## src/sv/nnd_pkg.sv

```systemverilog
package nnd_pkg;

  // Register file layout
  localparam int REG_W     = 13;
  localparam int CFG_IDX_W = 2;

  localparam logic [CFG_IDX_W-1:0] REG_SRC_WIDTH  = 2'd0;
  localparam logic [CFG_IDX_W-1:0] REG_SRC_HEIGHT = 2'd1;
  localparam logic [CFG_IDX_W-1:0] REG_DST_WIDTH  = 2'd2;
  localparam logic [CFG_IDX_W-1:0] REG_DST_HEIGHT = 2'd3;

  localparam logic [REG_W-1:0] RST_SRC_WIDTH  = 13'd1920;
  localparam logic [REG_W-1:0] RST_SRC_HEIGHT = 13'd1080;
  localparam logic [REG_W-1:0] RST_DST_WIDTH  = 13'd720;
  localparam logic [REG_W-1:0] RST_DST_HEIGHT = 13'd480;

  // Largest image dimension the counters are sized for
  localparam int NND_MAX_DIM = 4096;

  localparam int PIX_W = 8;

  typedef struct packed {
    logic [PIX_W-1:0] red;
    logic [PIX_W-1:0] green;
    logic [PIX_W-1:0] blue;
    logic             frame_end;
  } pix_t;

endpackage

```

## src/sv/nearest_neighbor_downscaler.sv

```systemverilog
// A selected pixel is written into the output buffer registers and then shown on out_valid.
// Throughput: one source pixel per cycle while not stalled; the select test and
// the walker update are adds and compares on the position sums, finished within
// the accept cycle. A two-entry output skid lets input continue while one
// result waits. Reset (rst_n low, synchronous) clears all counters and sums,
// empties the output buffer and loads the default sizes 1920x1080 to 720x480.
module nearest_neighbor_downscaler
  import nnd_pkg::*;
#(
  parameter int MAX_DIMENSION = NND_MAX_DIM
) (
  input  logic                 clk,
  input  logic                 rst_n,
  input  logic                 in_valid,
  output logic                 in_stall,
  input  logic [PIX_W-1:0]     in_red_in,
  input  logic [PIX_W-1:0]     in_green_in,
  input  logic [PIX_W-1:0]     in_blue_in,
  output logic                 out_valid,
  input  logic                 out_stall,
  output logic [PIX_W-1:0]     out_red_out,
  output logic [PIX_W-1:0]     out_green_out,
  output logic [PIX_W-1:0]     out_blue_out,
  output logic                 out_frame_end,
  input  logic                 cfg_valid,
  output logic                 cfg_ready,
  input  logic [CFG_IDX_W-1:0] cfg_index,
  input  logic [REG_W-1:0]     cfg_data
);

  localparam int CNT_W = $clog2(MAX_DIMENSION + 1);

  logic [CNT_W-1:0] src_w;
  logic [CNT_W-1:0] src_h;
  logic [CNT_W-1:0] dst_w;
  logic [CNT_W-1:0] dst_h;
  logic             accept;
  logic             hit;
  logic             frame_end;
  logic             full;
  pix_t             push_pix;
  pix_t             out_pix;

  assign cfg_ready = 1'b1;
  assign in_stall  = full;
  assign accept    = in_valid && !in_stall;

  nnd_cfg #(
    .MAX_DIMENSION(MAX_DIMENSION)
  ) u_cfg (
    .clk      (clk),
    .rst_n    (rst_n),
    .wr_en    (cfg_valid && cfg_ready),
    .wr_index (cfg_index),
    .wr_data  (cfg_data),
    .src_w    (src_w),
    .src_h    (src_h),
    .dst_w    (dst_w),
    .dst_h    (dst_h)
  );

  nnd_walk #(
    .MAX_DIMENSION(MAX_DIMENSION)
  ) u_walk (
    .clk       (clk),
    .rst_n     (rst_n),
    .step      (accept),
    .src_w     (src_w),
    .src_h     (src_h),
    .dst_w     (dst_w),
    .dst_h     (dst_h),
    .hit       (hit),
    .frame_end (frame_end)
  );

  // Pack the accepted pixel with its end-of-frame flag
  assign push_pix.red       = in_red_in;
  assign push_pix.green     = in_green_in;
  assign push_pix.blue      = in_blue_in;
  assign push_pix.frame_end = frame_end;

  nnd_obuf u_obuf (
    .clk       (clk),
    .rst_n     (rst_n),
    .push      (accept && hit),
    .push_pix  (push_pix),
    .full      (full),
    .out_valid (out_valid),
    .out_stall (out_stall),
    .out_pix   (out_pix)
  );

  assign out_red_out   = out_pix.red;
  assign out_green_out = out_pix.green;
  assign out_blue_out  = out_pix.blue;
  assign out_frame_end = out_pix.frame_end;

endmodule

```

## src/sv/nnd_cfg.sv

```systemverilog
module nnd_cfg
  import nnd_pkg::*;
#(
  parameter int MAX_DIMENSION = NND_MAX_DIM,
  localparam int CNT_W = $clog2(MAX_DIMENSION + 1)
) (
  input  logic                 clk,
  input  logic                 rst_n,
  input  logic                 wr_en,
  input  logic [CFG_IDX_W-1:0] wr_index,
  input  logic [REG_W-1:0]     wr_data,
  output logic [CNT_W-1:0]     src_w,
  output logic [CNT_W-1:0]     src_h,
  output logic [CNT_W-1:0]     dst_w,
  output logic [CNT_W-1:0]     dst_h
);

  logic [REG_W-1:0] src_width_r;
  logic [REG_W-1:0] src_height_r;
  logic [REG_W-1:0] dst_width_r;
  logic [REG_W-1:0] dst_height_r;

  // Zero acts as one, values above the maximum act as the maximum
  function automatic logic [CNT_W-1:0] eff_dim(input logic [REG_W-1:0] v);
    logic [CNT_W-1:0] d;
    if (v == '0) begin
      d = CNT_W'(1);
    end else if (32'(v) > 32'(MAX_DIMENSION)) begin
      d = CNT_W'(MAX_DIMENSION);
    end else begin
      d = CNT_W'(v);
    end
    return d;
  endfunction

  // Write one register per handshake
  always_ff @(posedge clk) begin
    if (!rst_n) begin
      src_width_r  <= RST_SRC_WIDTH;
      src_height_r <= RST_SRC_HEIGHT;
      dst_width_r  <= RST_DST_WIDTH;
      dst_height_r <= RST_DST_HEIGHT;
    end else if (wr_en) begin
      unique case (wr_index)
        REG_SRC_WIDTH:  src_width_r  <= wr_data;
        REG_SRC_HEIGHT: src_height_r <= wr_data;
        REG_DST_WIDTH:  dst_width_r  <= wr_data;
        REG_DST_HEIGHT: dst_height_r <= wr_data;
        default: ;
      endcase
    end
  end

  assign src_w = eff_dim(src_width_r);
  assign src_h = eff_dim(src_height_r);
  assign dst_w = eff_dim(dst_width_r);
  assign dst_h = eff_dim(dst_height_r);

endmodule

```

## src/sv/nnd_walk.sv

```systemverilog
module nnd_walk
  import nnd_pkg::*;
#(
  parameter int MAX_DIMENSION = NND_MAX_DIM,
  localparam int CNT_W = $clog2(MAX_DIMENSION + 1),
  localparam int SUM_W = 2 * CNT_W
) (
  input  logic             clk,
  input  logic             rst_n,
  input  logic             step,
  input  logic [CNT_W-1:0] src_w,
  input  logic [CNT_W-1:0] src_h,
  input  logic [CNT_W-1:0] dst_w,
  input  logic [CNT_W-1:0] dst_h,
  output logic             hit,
  output logic             frame_end
);

  logic [CNT_W-1:0] sx_r, sx_nxt;
  logic [CNT_W-1:0] sy_r, sy_nxt;
  logic [CNT_W-1:0] ox_r, ox_nxt;
  logic [CNT_W-1:0] oy_r, oy_nxt;
  logic [SUM_W-1:0] ctgt_r, ctgt_nxt;
  logic [SUM_W-1:0] cpos_r, cpos_nxt;
  logic [SUM_W-1:0] rtgt_r, rtgt_nxt;
  logic [SUM_W-1:0] rpos_r, rpos_nxt;

  logic [SUM_W:0] cpos_hi;
  logic [SUM_W:0] rpos_hi;
  logic           col_hit;
  logic           row_hit;
  logic           row_end;
  logic           frm_end;

  // Select test: position <= target < position + destination size
  assign cpos_hi = {1'b0, cpos_r} + (SUM_W + 1)'(dst_w);
  assign rpos_hi = {1'b0, rpos_r} + (SUM_W + 1)'(dst_h);

  assign col_hit = (ox_r < dst_w) && (cpos_r <= ctgt_r) &&
                   ({1'b0, ctgt_r} < cpos_hi);
  assign row_hit = (oy_r < dst_h) && (rpos_r <= rtgt_r) &&
                   ({1'b0, rtgt_r} < rpos_hi);

  assign hit       = col_hit && row_hit;
  assign frame_end = (ox_r == dst_w - CNT_W'(1)) && (oy_r == dst_h - CNT_W'(1));

  assign row_end = sx_r >= src_w - CNT_W'(1);
  assign frm_end = sy_r >= src_h - CNT_W'(1);

  // Advance the column and row walkers by one source pixel
  always_comb begin
    sx_nxt   = sx_r;
    sy_nxt   = sy_r;
    ox_nxt   = ox_r;
    oy_nxt   = oy_r;
    ctgt_nxt = ctgt_r;
    cpos_nxt = cpos_r;
    rtgt_nxt = rtgt_r;
    rpos_nxt = rpos_r;
    if (step) begin
      if (hit) begin
        ox_nxt   = ox_r + CNT_W'(1);
        ctgt_nxt = ctgt_r + SUM_W'(src_w);
      end
      if (row_end) begin
        sx_nxt   = '0;
        ox_nxt   = '0;
        ctgt_nxt = '0;
        cpos_nxt = '0;
        if (frm_end) begin
          sy_nxt   = '0;
          oy_nxt   = '0;
          rtgt_nxt = '0;
          rpos_nxt = '0;
        end else begin
          if (row_hit) begin
            oy_nxt   = oy_r + CNT_W'(1);
            rtgt_nxt = rtgt_r + SUM_W'(src_h);
          end
          sy_nxt   = sy_r + CNT_W'(1);
          rpos_nxt = rpos_r + SUM_W'(dst_h);
        end
      end else begin
        sx_nxt   = sx_r + CNT_W'(1);
        cpos_nxt = cpos_r + SUM_W'(dst_w);
      end
    end
  end

  always_ff @(posedge clk) begin
    if (!rst_n) begin
      sx_r   <= '0;
      sy_r   <= '0;
      ox_r   <= '0;
      oy_r   <= '0;
      ctgt_r <= '0;
      cpos_r <= '0;
      rtgt_r <= '0;
      rpos_r <= '0;
    end else begin
      sx_r   <= sx_nxt;
      sy_r   <= sy_nxt;
      ox_r   <= ox_nxt;
      oy_r   <= oy_nxt;
      ctgt_r <= ctgt_nxt;
      cpos_r <= cpos_nxt;
      rtgt_r <= rtgt_nxt;
      rpos_r <= rpos_nxt;
    end
  end

endmodule

```

## src/sv/nnd_obuf.sv

```systemverilog
module nnd_obuf
  import nnd_pkg::*;
(
  input  logic clk,
  input  logic rst_n,
  input  logic push,
  input  pix_t push_pix,
  output logic full,
  output logic out_valid,
  input  logic out_stall,
  output pix_t out_pix
);

  pix_t       head_r, head_nxt;
  pix_t       tail_r, tail_nxt;
  logic [1:0] count_r, count_nxt;
  logic       pop;

  assign out_valid = count_r != 2'd0;
  assign full      = count_r == 2'd2;
  assign pop       = out_valid && !out_stall;
  assign out_pix   = head_r;

  // Two-entry skid: head drives the port, tail catches an item under stall
  always_comb begin
    head_nxt  = head_r;
    tail_nxt  = tail_r;
    count_nxt = count_r;
    if (pop) begin
      head_nxt  = tail_r;
      count_nxt = count_r - 2'd1;
    end
    if (push) begin
      if (count_nxt == 2'd0) begin
        head_nxt = push_pix;
      end else begin
        tail_nxt = push_pix;
      end
      count_nxt = count_nxt + 2'd1;
    end
  end

  always_ff @(posedge clk) begin
    if (!rst_n) begin
      count_r <= 2'd0;
    end else begin
      count_r <= count_nxt;
    end
  end

  always_ff @(posedge clk) begin
    head_r <= head_nxt;
    tail_r <= tail_nxt;
  end

endmodule

```

## config.mk

```make
export PLATFORM = sky130hd
export DESIGN_NAME = nearest_neighbor_downscaler
export DESIGN_NICKNAME = d
export VERILOG_FILES = /design/src/sv/nnd_pkg.sv /design/src/sv/nearest_neighbor_downscaler.sv /design/src/sv/nnd_cfg.sv /design/src/sv/nnd_walk.sv /design/src/sv/nnd_obuf.sv
export SDC_FILE = /design/constraint.sdc
export NUM_CORES = 1
export LEC_CHECK = 0
export ABC_AREA = 1
export BUFFER_PORTS_ARGS = -buffer_cell sky130_fd_sc_hd__buf_2
export CAP_MARGIN = 20
export CELL_PAD_IN_SITES_DETAIL_PLACEMENT = 1
export CELL_PAD_IN_SITES_GLOBAL_PLACEMENT = 2
export CORE_MARGIN = 1
export CORE_UTILIZATION = 33
export CTS_CLUSTER_SIZE = 12
export DETAILED_ROUTE_END_ITERATION = 12
export PLACE_DENSITY_LB_ADDON = 0.15
export SLEW_MARGIN = 40
export SYNTH_ARGS = -nofsm -noshare
export SYNTH_HDL_FRONTEND = slang
export SYNTH_SLANG_ARGS = --single-unit
```

## constraint.sdc

```tcl
create_clock -name clk -period 5.7 [get_ports clk]
set_input_delay 0.285 -clock clk [delete_from_list [all_inputs] [get_ports clk]]
set_output_delay 0.285 -clock clk [all_outputs]
set_load 0.05 [all_outputs]
```

### Word-level counts from Yosys, hierarchy flattened

Cells that the tools add are included.
Widths: inputs -> output; s select.

* add/sub/neg operators: 16
* bitwise operators: 1
* order comparisons: 12
* div/mod/pow operators: 0
* shifts and indexed selects: 0
* reduce and logical (&&, ||, !) cells: 28
* mux-type cells: 25
* equal/unequal tests: 6
* $mul: 0

Operators with widths (number)
* $mux 13: 14
* $mux 26: 6
* $add 26x13->26: 4
* $mux 25: 3
* $add 26x13->27: 2
* $lt 26x27->1: 2
* $add 13x1->13 const B: 4
* $gt 13x13->1 const B: 4
* $le 26x26->1: 2
* $logic_not 13->1: 4
* $sub 13x1->13 const B: 4
* $eq 13x13->1: 2
* $ge 13x13->1: 2
* $lt 13x13->1: 2
* $reduce_and 2->1: 7
* $logic_and 1x1->1: 9
* $eq 2x2->1 const B: 3
* $reduce_bool 2->1: 3
* $logic_not 2->1: 2
* $mux 2: 2
* $reduce_and 3->1: 1
* $add 2x1->2 const B: 1
* $eq 2x1->1 const B: 1
* $logic_not 1->1: 2
* 2 further kinds: 2

* input bits: 44
* bits in writable memories: 0
* output and inout port bits: 28
* bits in read-only memories: 0
* memories kept: 0
* bits in latches: 0
* flip-flop bits (word level): 260

### Logic depth before layout (Yosys ltp)

Gate-level depths: netlist (run 1).

* depth in word-level cells: 9
* mapped depth: 37
* gate-level depth less buffers: 34

### Hierarchy

From an unflattened synthesis (run 1), not the netlist that was laid out.

* cell total of the unflattened synthesis: 2792
* area, all modules: 19303.5 sq um

Modules (own cells, without submodules)
* nnd_walk: area each 14896.8 sq um, times used 1, seq. area each 3123.0 sq um, cells each 2243
* nnd_cfg: area each 2393.5 sq um, times used 1, seq. area each 1041.0 sq um, cells each 351
* nnd_obuf: area each 1978.1 sq um, times used 1, seq. area each 1291.2 sq um, cells each 191
* nearest_neighbor_downscaler: area each 35.0 sq um, times used 1, seq. area each 0.0 sq um, cells each 7

### Least setup slack after synthesis (run 1)

No wires, ideal clock.

* path type: register to register
* from: register u_cfg.dst_height_r[4]
* to: register u_obuf.tail_r[0] (netlist bit) (enable)
* period minus slack after synthesis: 5.565 ns
* required time: 5.293 ns
* buffers on the path: 3
* library setup time: 0.407 ns
* arrival time: 5.158 ns
* path slack: 0.135 ns
* stages on the path, launching flop included: 32
* cells stage by stage: dfxtp_1 > clkbuf_1 > nor2_1 > nand2_1 > nor2_1 > nand2_1 > nand2_1 > buf_2 > nand2_1 > inv_1 > ha_1 > nand3_1 > nand2_1 > a21oi_1 > o21ai_0 > a21boi_0 > o21ai_0 > nand2_1 > nand2_1 > xor2_1 > inv_1 > ha_1 > nand2_1 > a21oi_1 > a211oi_1 > o21bai_1 > nand4_1 > nand3_1 > nor2_2 > nand3_2 > clkbuf_1 > nor2_1

* word-level cells in the longest chain between the ends: 9
* elaborated cells on any way between the ends: 12
* classes of those cells: 1 x add/sub; 3 x order compare; 2 x mux; 6 x reduce/logical

Ends and longest elaborated chain
* from (decl): line nnd_cfg.sv:21 `logic [REG_W-1:0] dst_height_r;`
* from (signal assigned): line nnd_cfg.sv:48 `REG_DST_HEIGHT: dst_height_r <= wr_data;`
* $gt 13x13->1: line nnd_cfg.sv:28 `end else if (32'(v) > 32'(MAX_DIMENSION)) begin`
* $mux 13: line nnd_cfg.sv:28
* $mux 13 *: line nnd_cfg.sv:26 `if (v == '0) begin`
* $add 26x13->27 or $lt 13x13->1 (tied branches): line nnd_walk.sv:37, nnd_walk.sv:41
* $lt 26x27->1 or $logic_and 1x1->1 (tied branches): line nnd_walk.sv:42, nnd_walk.sv:41
* $logic_and 1x1->1 *: line nnd_walk.sv:41 `assign row_hit = (oy_r < dst_h) && (rpos_r <= rtgt_r) &&`
* $logic_and 1x1->1 *: line nnd_walk.sv:44 `assign hit = col_hit && row_hit;`
* $logic_and 1x1->1 *: line nearest_neighbor_downscaler.sv:85 `.push (accept && hit),`
* $reduce_and 2->1 (no line) *
* to (signal assigned): line nnd_obuf.sv:53 `tail_r <= tail_nxt;`
* to (decl): line nnd_obuf.sv:15 `pix_t tail_r, tail_nxt;`

Every way passes the cells marked *; elsewhere a longest branch is shown, timed or not.
A chain may end at the register's enable or synchronous reset.

### Final worst setup path (run 1)

* from: register u_cfg.src_width_r[12]
* to: register u_walk.sy_r[0]

* word-level cells in the longest chain between the ends: 6
* elaborated cells on any way between the ends: 7
* classes of those cells: 1 x add/sub; 2 x order compare; 2 x mux; 2 x reduce/logical

Ends and longest elaborated chain
* from (decl): line nnd_cfg.sv:18 `logic [REG_W-1:0] src_width_r;`
* from (signal assigned): line nnd_cfg.sv:45 `REG_SRC_WIDTH: src_width_r <= wr_data;`
* $gt 13x13->1: line nnd_cfg.sv:28
* $mux 13: line nnd_cfg.sv:28
* $mux 13 *: line nnd_cfg.sv:26
* $sub 13x1->13 *: line nnd_walk.sv:47 `assign row_end = sx_r >= src_w - CNT_W'(1);`
* $ge 13x13->1 *: line nnd_walk.sv:47
* $reduce_and 2->1 (no line) *
* to (signal assigned): line nnd_walk.sv:102 `sy_r <= sy_nxt;`
* to (decl): line nnd_walk.sv:20 `logic [CNT_W-1:0] sy_r, sy_nxt;`

Marks and branches as above.

==> summary.md, run 1 <==
| Metric | Value |
|---|---|
| Status | `finished, final reports clean` |
| Asr flop ratio synth | `0%` |
| CTS buffer count | `36` |
| Post-layout util | `about two fifths` |
| DR pass1 iterations | `5` |
| Share of layout cells above drive strength 1 | `under 10%` |
| Net Sw Power | `approximately 2.9 mW` |
| Number of port buffers | `70` |
| Worst Hold Depth | `3` |
| Worst r2r path cells | `20` |
| Clock Sinks | `260` |
| Mapped Cells | `2,829` |
| DR DRC count | `0` |
| Worst Tran Pin Value | `833 ps` |
| Max frequency | `between 150 and 200 MHz` |
| Post-synthesis adder-cell area fraction | `between 10 and 15%` |
| Post-synthesis mux area share | `between 1 and 1.5%` |
| Unrepaired setup endpoints after global routing | `true` |
| Worst min path class | `in2reg` |
| Period minus WS final | `5230 ps` |
| Footprint of the multi-input gates | `0.0125 sq mm` |
| Final #Nets | `between 3,000 and 4,000` |
| Final hold violation count | `0` |
| Clock tree buffer depth | `3` |
| Core area | `0.0578 sq mm` |
| Initial antenna violation count | `0` |
| Internal | `4.28 mW` |
| Power Density | `325 mW/mm^2` |
| Peak supply drop | `0.000194 V` |
| Clock Power Share | `31.7%` |
| Sequential area share after synthesis | `28.2%` |
| Vias per cell | `5.06` |
| Max Slew Vio Count | `0` |
| Wire per inst | `17.9 um` |
| Clock Skew | `about 22 ps` |
| Largest family of logic cells by synthesized area | `simple AND/OR/NAND/NOR gates` |
| Max Cap Violations | `0` |
| Std cell rows | `88` |
| I/O Pins | `72` |
| Flop pwr share | `31.6%` |
| Vias in the first global route | `19,900` |
| Combinational share of power | `36.7%` |
| Synth Area in XOR/XNOR | `6.38%` |
| Unique cell type count in the Yosys netlist | `59` |
| Clock Latency Late Sink | `560 ps` |
| Clk pin slew, worst setup/hold paths | `60 ps` |
| Routability congestion estimate | `~0.88` |
| Fill cells | `~7,400` |
| Layout area overhead | `13.9%` |
| Total setup buffers inserted after CTS | `0` |
| Number of synthesized flops with an enable pin | `25` |
| Global-route usage over all layers | `between 20% and 30%` |
| Top FF cell, synth | `dfxtp_1` |
| Compound-Gate Fraction of Synth Area | `approximately 13%` |
| Worst Path Arrival | `5630 ps` |
| Crit path max fanout | `10` |
| Syn_nets | `3,094` |
| FF/Latch Area | `about 0.0055 sq mm` |
| Tcrit/Tclk final | `91.7%` |
| CTS H-tree depth | `2` |
| Synth Cell Area | `0.0194 sq mm` |
| Crit Path Category | `reg2reg` |
| Startpoint types | `flop` |
| Pleak | `10.0 nW` |
| Worst Setup End Kind | `flop` |
| Setup tns final | `0 ps` |
| Overflow after GRT | `0` |
| Most frequent cells in the layout | `662 x nand2_1, 353 x nor2_1, 302 x inv_1` |
| First-pass GRT wire length | `107 mm` |
| Routed wire length | `66.7 mm` |
| Clock Tree Root | `clkbuf_16` |
| #FFs+latches synth | `260` |
| CTS tree | `done` |
| Critical Path RT | `6100 ps` |
| Initial Util | `33.5%` |
| Final setup viols | `0` |
| Final HPWL DP | `52.0 mm` |
| Most common cell after layout, fill and taps aside | `nand2_1` |
| Largest net degree at the start of global routing | `between 60 and 70` |
| Via Count | `roughly 19,000` |
| Die Y | `244 um` |
| Max_slew headroom | `around 44%` |
| Ys Warns | `0` |
| Die X | `244 um` |
| Die Area | `0.0597 sq mm` |
| DRT antenna net count | `0` |
| Sw frac | `40.4%` |
| Synthesized area per cell | `6.85 sq um` |
| DRT iter0 DRCs | `725` |
| Post-Synth Simple-Gate Area | `29.2%` |
-- cells in the mapped netlist, types with 4 or more instances --
library cell	n	share of area, %
a21boi_0	6	0.23
a21o_1	9	0.35
a21oi_1	248	6.4
a2bb2oi_1	4	0.18
a31oi_1	5	0.16
buf_2	13	0.34
buf_6	6	0.35
clkbuf_1	53	1.0
dfxtp_1	235	24
edfxtp_1	25	3.9
fa_1	4	0.41
ha_1	217	14
inv_1	303	5.9
mux2_2	24	1.4
nand2_1	663	13
nand2_2	4	0.13
nand3_1	194	5.0
nand3b_1	4	0.16
nand4_1	38	1.2
nor2_1	358	6.9
nor3_1	40	1.0
nor3b_1	4	0.16
nor4_1	19	0.61
o211ai_1	11	0.43
o21a_1	4	0.16
o21ai_0	130	3.4
o21ai_1	9	0.23
o21bai_1	6	0.23
o22ai_1	4	0.13
o31ai_1	4	0.16
o41ai_1	4	0.18
or2_2	4	0.13
xnor2_1	33	1.5
xor2_1	108	4.9
-- power by group through the flow --
stage / registers (mW) / logic, mW / clock network (mW)
after global placement: 2.30 / 2.54 / 0
final: 2.27 / 2.63 / 2.28
after floorplan: 2.59 / 1.58 / 0
after global routing: 2.30 / 2.93 / 2.43
after detailed placement: 2.31 / 2.61 / 0
after CTS: 2.27 / 2.64 / 2.35
-- path summary, 6_finish.rpt --
path	start	endpoint	slack, ps
hold reg to reg	u_walk.sx_r[12]$_SDFFE_PN0P_	u_walk.sx_r[12]$_SDFFE_PN0P_	460
setup / recovery	u_cfg.src_width_r[12]$_SDFFE_PN0P_	u_walk.sy_r[0]$_SDFFE_PN0P_	470
setup reg to reg	u_cfg.src_width_r[12]$_SDFFE_PN0P_	u_walk.sy_r[0]$_SDFFE_PN0P_	470
hold / removal	cfg_data[4]	u_cfg.dst_width_r[4]$_SDFFE_PN1P_	60
-- timing repair --
item / CTS / global route
resized for setup: 0 / 12
endpoints found under the setup margin: 0 / 129
hold endpoints to repair: 48 / 0
hold buffers: 24 / 0
-- routing by layer --
layer | GRT usage, % | part of all wire [%] | wire length [um]
met5 | 0 | 0 | 0
met4 | 8.07 | 3.4 | 2290
met2 | 40.3 | 49 | 32600
met1 | 27.4 | 45 | 30100
met3 | 2.74 | 2.5 | 1670
-- sequential cells by signal (all words and copies together), names as in the netlist --
register	flops
u_cfg.dst_height_r	13
u_cfg.dst_width_r	13
u_cfg.src_height_r	13
u_cfg.src_width_r	13
u_obuf.count_r	2
u_obuf.out_pix	25
u_obuf.tail_r	25
u_walk.cpos_r	26
u_walk.ctgt_r	26
u_walk.ox_r	13
u_walk.oy_r	13
u_walk.rpos_r	26
u_walk.rtgt_r	26
u_walk.sx_r	13
u_walk.sy_r	13
-- cell families after synthesis --
family                   count (synthesis)
AO/OA/AOI/OAI                          454
XOR/XNOR                               141
adder cells (fa/ha/maj)                221
buffers and inverters                  381
flip-flops                             260
multiplexers                            24
other                                    1
AND/OR/NAND/NOR                       1347
-- layout make-up --
class	count	area share, %
Multi-Input combinational cell	2188	56.4
Sequential cell	260	24.7
Inverter	306	5.30
Clock buffer	46	4.49
Tap cell	765	4.34
Timing Repair Buffer	128	3.87
Clock inverter	20	0.834
Antenna cell	1	0.0113
-- per-stage QoR --
| stage | setup slack (ps) | hold WS (ps) | std cells | cell area, sq um | power, mW |
|---|---|---|---|---|---|
| after global placement | 156 | 448 | 3623 | 20600 | 4.84 |
| after detailed placement | 70.5 | 454 | 3623 | 20600 | 4.93 |
| after floorplan | 135 | 384 | 2829 | 19400 | 4.17 |
| after CTS | 65.5 | 26.0 | 3713 | 22000 | 7.27 |
| after global routing | -4.93 | 50.9 | 3713 | 22100 | 7.66 |
| final | 471 | 55.4 | 3714 | 22100 | 7.18 |
-- worst max-delay path, stage by stage (launching register included) --
cell     delay [ps]
dfxtp_1         610
nand2_1         280
o21ai_0         270
inv_1           130
nor3_1          380
nand3_1         220
nor3_1          210
xor2_1          100
ha_1            280
nand2_1          80
o21ai_0         210
a31oi_1          70
nand3_1         230
nand2_2          80
inv_1           520
nor2_1          120
buf_4           210
nor2_1          600
inv_1           250
o21ai_0         150
a21oi_1          70
Note: power is estimated with default switching activity, not from simulation.
==> run 2: changes to the inputs <==
Settings changed: ABC_AREA 1 to not set, CORE_UTILIZATION 33 to 42.
Clock period 5.7 ns to 6.38 ns, I/O delays scaled along.
==> summary.md, run 2 <==
| Metric | Value |
|---|---|
| Status | `finished, final reports clean (unchanged)` |
| Tcrit/Tclk final | `92.9% (was 91.7%)` |
| Number of synthesized flops with an enable pin | `25 (unchanged)` |
| Overflow after GRT | `0 (unchanged)` |
| Worst Path Arrival | `6340 ps (was 5630 ps)` |
| Peak supply drop | `0.000216 V (was 0.000194 V)` |
| Max Slew Vio Count | `0 (unchanged)` |
| CTS H-tree depth | `2 (unchanged)` |
| Ys Warns | `0 (unchanged)` |
| Die Area | `0.0443 sq mm (was 0.0597 sq mm)` |
| Slowest cell delay on critical path | `380 ps (was 610 ps)` |
| Most common cell after layout, fill and taps aside | `nand2_1 (unchanged)` |
| Worst min path class | `in2reg (unchanged)` |
| N_diodes | `0 (was 1)` |
| Clock Latency Late Sink | `550 ps (was 560 ps)` |
| Clock tree buffer depth | `3 (unchanged)` |
| Sw frac | `35.5% (was 40.4%)` |
| DRT iter0 DRCs | `737 (was 725)` |
| Compound-Gate Fraction of Synth Area | `17.9% (was 12.6%)` |
| Clock Power Share | `33.7% (was 31.7%)` |
| Max Cap Violations | `0 (unchanged)` |
| #FFs+latches synth | `260 (unchanged)` |
| Top post-synthesis cells by area | `dfxtp_1 26%, ha_1 15%, nand2_1 5.9% (was dfxtp_1 24%, ha_1 14%, nand2_1 13%)` |
| Final setup viols | `0 (unchanged)` |
| Asr flop ratio synth | `0% (unchanged)` |
| Top delay family on crit path | `simple AND/OR/NAND/NOR gates (unchanged)` |
| Worst Tran Pin Value | `871 ps (was 833 ps)` |
| Power Density | `282 mW/mm^2 (was 325 mW/mm^2)` |
| Die X | `210 um (was 244 um)` |
| Cell with the largest stage delay on the worst path | `dfxtp_1 (unchanged)` |
| Post-Synth Simple-Gate Area | `21.8% (was 29.2%)` |
| Layout area overhead | `13.9% (about the same)` |
| Sequential area share after synthesis | `29.9% (was 28.2%)` |
| Top cell by count, worst path | `nand4_1` |
| Internal | `3.77 mW (was 4.28 mW)` |
| Number of port buffers | `70 (unchanged)` |
| DR DRC count | `0 (unchanged)` |
| Crit Path Category | `reg2reg (unchanged)` |
| Flop pwr share | `34.1% (was 31.6%)` |
| Hold endpoint | `u_cfg.src_height_r[10]$_SDFFE_PN1P_ (was u_cfg.dst_width_r[4]$_SDFFE_PN1P_)` |
| Worst hold path startpoint | `cfg_data[10] (was cfg_data[4])` |
| Cell accounting for the most synthesized area | `dfxtp_1 (unchanged)` |
| CTS tree | `done (unchanged)` |
| Core area | `0.0430 sq mm (was 0.0578 sq mm)` |
| DRT antenna net count | `0 (unchanged)` |
| WP buf/inv | `1 (was 4)` |
| Post-synthesis adder-cell area fraction | `15.4% (was 14.4%)` |
| Vias per cell | `5.75 (was 5.06)` |
| Max frequency | `169 MHz (was 191 MHz)` |
| Worst r2r path cells | `24 (was 20)` |
| Worst Hold Depth | `3 (unchanged)` |
| Worst r2r src | `u_cfg.dst_width_r[4]$_SDFFE_PN1P_ (was u_cfg.src_width_r[12]$_SDFFE_PN0P_)` |
| Final HPWL DP | `44.6 mm (was 52.0 mm)` |
| Global-route usage over all layers | `26.9% (was 22.5%)` |
| Critical R2R Capture | `u_obuf.out_pix[23]$_DFF_P_ (was u_walk.sy_r[0]$_SDFFE_PN0P_)` |
| Period minus WS final | `5930 ps (was 5230 ps)` |
| CTS buffer count | `34 (was 36)` |
| Pleak | `8.49 nW (was 10.0 nW)` |
| Fill cells | `5,199 (was 7,350)` |
| Max_slew headroom | `41.9% (was 44.4%)` |
| Largest net degree at the start of global routing | `56 (was 62)` |
| DR pass1 iterations | `4 (was 5)` |
| Count leader, synth | `nand2_1 (unchanged)` |
| Routed wire length | `59.6 mm (was 66.7 mm)` |
| Routability congestion estimate | `0.882 (was 0.878)` |
| Startpoint types | `flop (unchanged)` |
| Via Count | `16,800 (was 18,800)` |
| Final #Nets | `2,584 (was 3,185)` |
| Yosys top cell area share | `25.8% (was 24.3%)` |
| Clk pin slew, worst setup/hold paths | `60 ps (about the same)` |
| Wire per inst | `20.3 um (was 17.9 um)` |
| Syn_nets | `2,499 (was 3,094)` |
| CP Cell Sequence | `nor3_1 > nand3b_1 > nor4_1 > nor2_1 > nor2_1 > ha_1 > fa_1 > a21o_1 > nand4_1 > nand3_1 > nand3_1 > a21oi_1 > nand4_1 > xor2_1 > ha_1 > nand4_1 > nor4_2 > nand2_1 > o311a_1 > a41o_1 > o2111a_1 > nand2_1 > buf_6 > mux2_2 (was nand2_1 > o21ai_0 > inv_1 > nor3_1 > nand3_1 > nor3_1 > xor2_1 > ha_1 > nand2_1 > o21ai_0 > a31oi_1 > nand3_1 > nand2_2 > inv_1 > nor2_1 > buf_4 > nor2_1 > inv_1 > o21ai_0 > a21oi_1)` |
| Final hold violation count | `0 (unchanged)` |
| Unique cell type count in the Yosys netlist | `74 (was 59)` |
| Pre-CTS setup slack | `166 ps (was 70.5 ps)` |
| Most frequent cells in the layout | `284 x nand2_1, 235 x dfxtp_1, 217 x ha_1 (was 662 x nand2_1, 353 x nor2_1, 302 x inv_1)` |
| Post-synthesis mux area share | `3.65% (was 1.40%)` |
| Vias in the first global route | `17,400 (was 19,900)` |
| Unrepaired setup endpoints after global routing | `false (was true)` |
| Net Sw Power | `2.08 mW (was 2.90 mW)` |
| Synthesized area per cell | `8.17 sq um (was 6.85 sq um)` |
| Worst Setup End Kind | `flop (unchanged)` |
| Clock Sinks | `260 (unchanged)` |
| Fin worst setup slack | `451 ps (was 471 ps)` |
| Std cell rows | `76 (was 88)` |
| Clock Tree Root | `clkbuf_16 (unchanged)` |
| Initial Util | `42.5% (was 33.5%)` |
| Die Y | `210 um (was 244 um)` |
| Mapped Cells | `2,234 (was 2,829)` |
| I/O Pins | `72 (unchanged)` |
| Top FF cell, synth | `dfxtp_1 (unchanged)` |
| Clock Skew | `27.1 ps (was 22.2 ps)` |
| Critical Path RT | `6790 ps (was 6100 ps)` |
| Initial antenna violation count | `1 (was 0)` |
| Setup tns final | `0 ps (unchanged)` |
| Largest family of logic cells by synthesized area | `simple AND/OR/NAND/NOR gates (unchanged)` |
| Synth Cell Area | `0.0183 sq mm (was 0.0194 sq mm)` |
| First-pass GRT wire length | `94.8 mm (was 107 mm)` |
| Top cells by count, synth | `285 x nand2_1, 235 x dfxtp_1, 217 x ha_1 (was 663 x nand2_1, 358 x nor2_1, 303 x inv_1)` |
| Combinational share of power | `32.2% (was 36.7%)` |
| Crit path max fanout | `25 (was 10)` |
| Synth Area in XOR/XNOR | `6.96% (was 6.38%)` |
| Share of layout cells above drive strength 1 | `10.9% (was 7.60%)` |
| R2r setup slk | `450 ps (was 470 ps)` |
[run 2: power by group through the flow]
stage	sequential, mW	clock [mW]	combinational [mW]
CTS	1.99	2.02	1.86
floorplan	2.28	0	1.05
global route	2.02	2.08	2.03
global placement	2.01	0	1.78
detailed placement	2.03	0	1.83
finish	2.00	1.98	1.88
[run 2: final cells by class]
| cell class | count | area [sq um] | area share (%) |
|---|---|---|---|
| multi-input combinational | 1762 | 12100 | 58.1 |
| sequential | 260 | 5460 | 26.2 |
| clock buffer | 50 | 1000 | 4.83 |
| timing repair buffer | 133 | 911 | 4.38 |
| tap | 585 | 732 | 3.52 |
| inverter | 128 | 482 | 2.32 |
| clock inverter | 10 | 123 | 0.589 |
[run 2: routing by layer]
layer	GRT usage [%]	vias up	part of all wire (%)
met5	0	-	0
li1	-	8245	-
met1	33.7	8288	44
met3	3.34	101	2.7
met2	47.5	212	50
met4	9.45	0	2.9
[run 2: timing repair]
action / 4_1_cts / 5_1_grt
setup buffers: 0 / 0
hold buffers: 24 / 0
hold endpoints to repair: 25 / 0
gates resized for setup: 0 / 13
endpoints found under the setup margin: 0 / 126
[run 2: kinds of logic (layout without fill, tap and decap cells)]
family          after synthesis  count (layout)
other cells                   1               1
flops                       260             260
xor+xnor                    145             145
simple gates                820             820
buf+inv                     212             321
compound gates              514             514
fa+ha+maj                   222             222
mux                          60              60
[run 2: how the worst max path moves through the flow]
stage,start,depth (start not counted),endpoint
after global routing,u_cfg.dst_width_r[7]$_SDFFE_PN1P_,26,u_obuf.out_pix[5]$_DFF_P_
final,u_cfg.dst_width_r[4]$_SDFFE_PN1P_,24,u_obuf.out_pix[23]$_DFF_P_
after floorplan,u_cfg.dst_height_r[3]$_SDFFE_PN0P_,23,u_obuf.tail_r[0]$_DFFE_PP_
after global placement,u_cfg.dst_width_r[7]$_SDFFE_PN1P_,26,u_obuf.out_pix[22]$_DFF_P_
after detailed placement,u_cfg.dst_width_r[7]$_SDFFE_PN1P_,25,u_obuf.out_pix[17]$_DFF_P_
after CTS,u_cfg.dst_width_r[7]$_SDFFE_PN1P_,26,u_obuf.out_pix[23]$_DFF_P_
[run 2: stage by stage]
stage	utilization (%)	instance area [sq um]	hold WS, ps	cells	power (mW)
2_1_floorplan	-	18300	418	2234	3.33
3_3_place_gp	45.0	19400	448	2843	3.80
3_5_place_dp	45.1	19400	461	2844	3.86
4_1_cts	48.3	20700	51.1	2928	5.88
5_1_grt	48.4	20800	68.0	2928	6.12
6_report	48.4	20800	82.5	2928	5.86
[run 2: worst register-to-register path, stage by stage, from the launching register on]
cell      delay, ps
dfxtp_1         380
nor3_1          300
nand3b_1        240
nor4_1          230
nor2_1           60
nor2_1          260
ha_1            260
fa_1            220
a21o_1          150
nand4_1         150
nand3_1         160
nand3_1         120
a21oi_1         260
nand4_1         140
xor2_1          180
ha_1            320
nand4_1         150
nor4_2          350
nand2_1          90
o311a_1         360
a41o_1          280
o2111a_1        350
nand2_1         120
buf_6           260
mux2_2          390
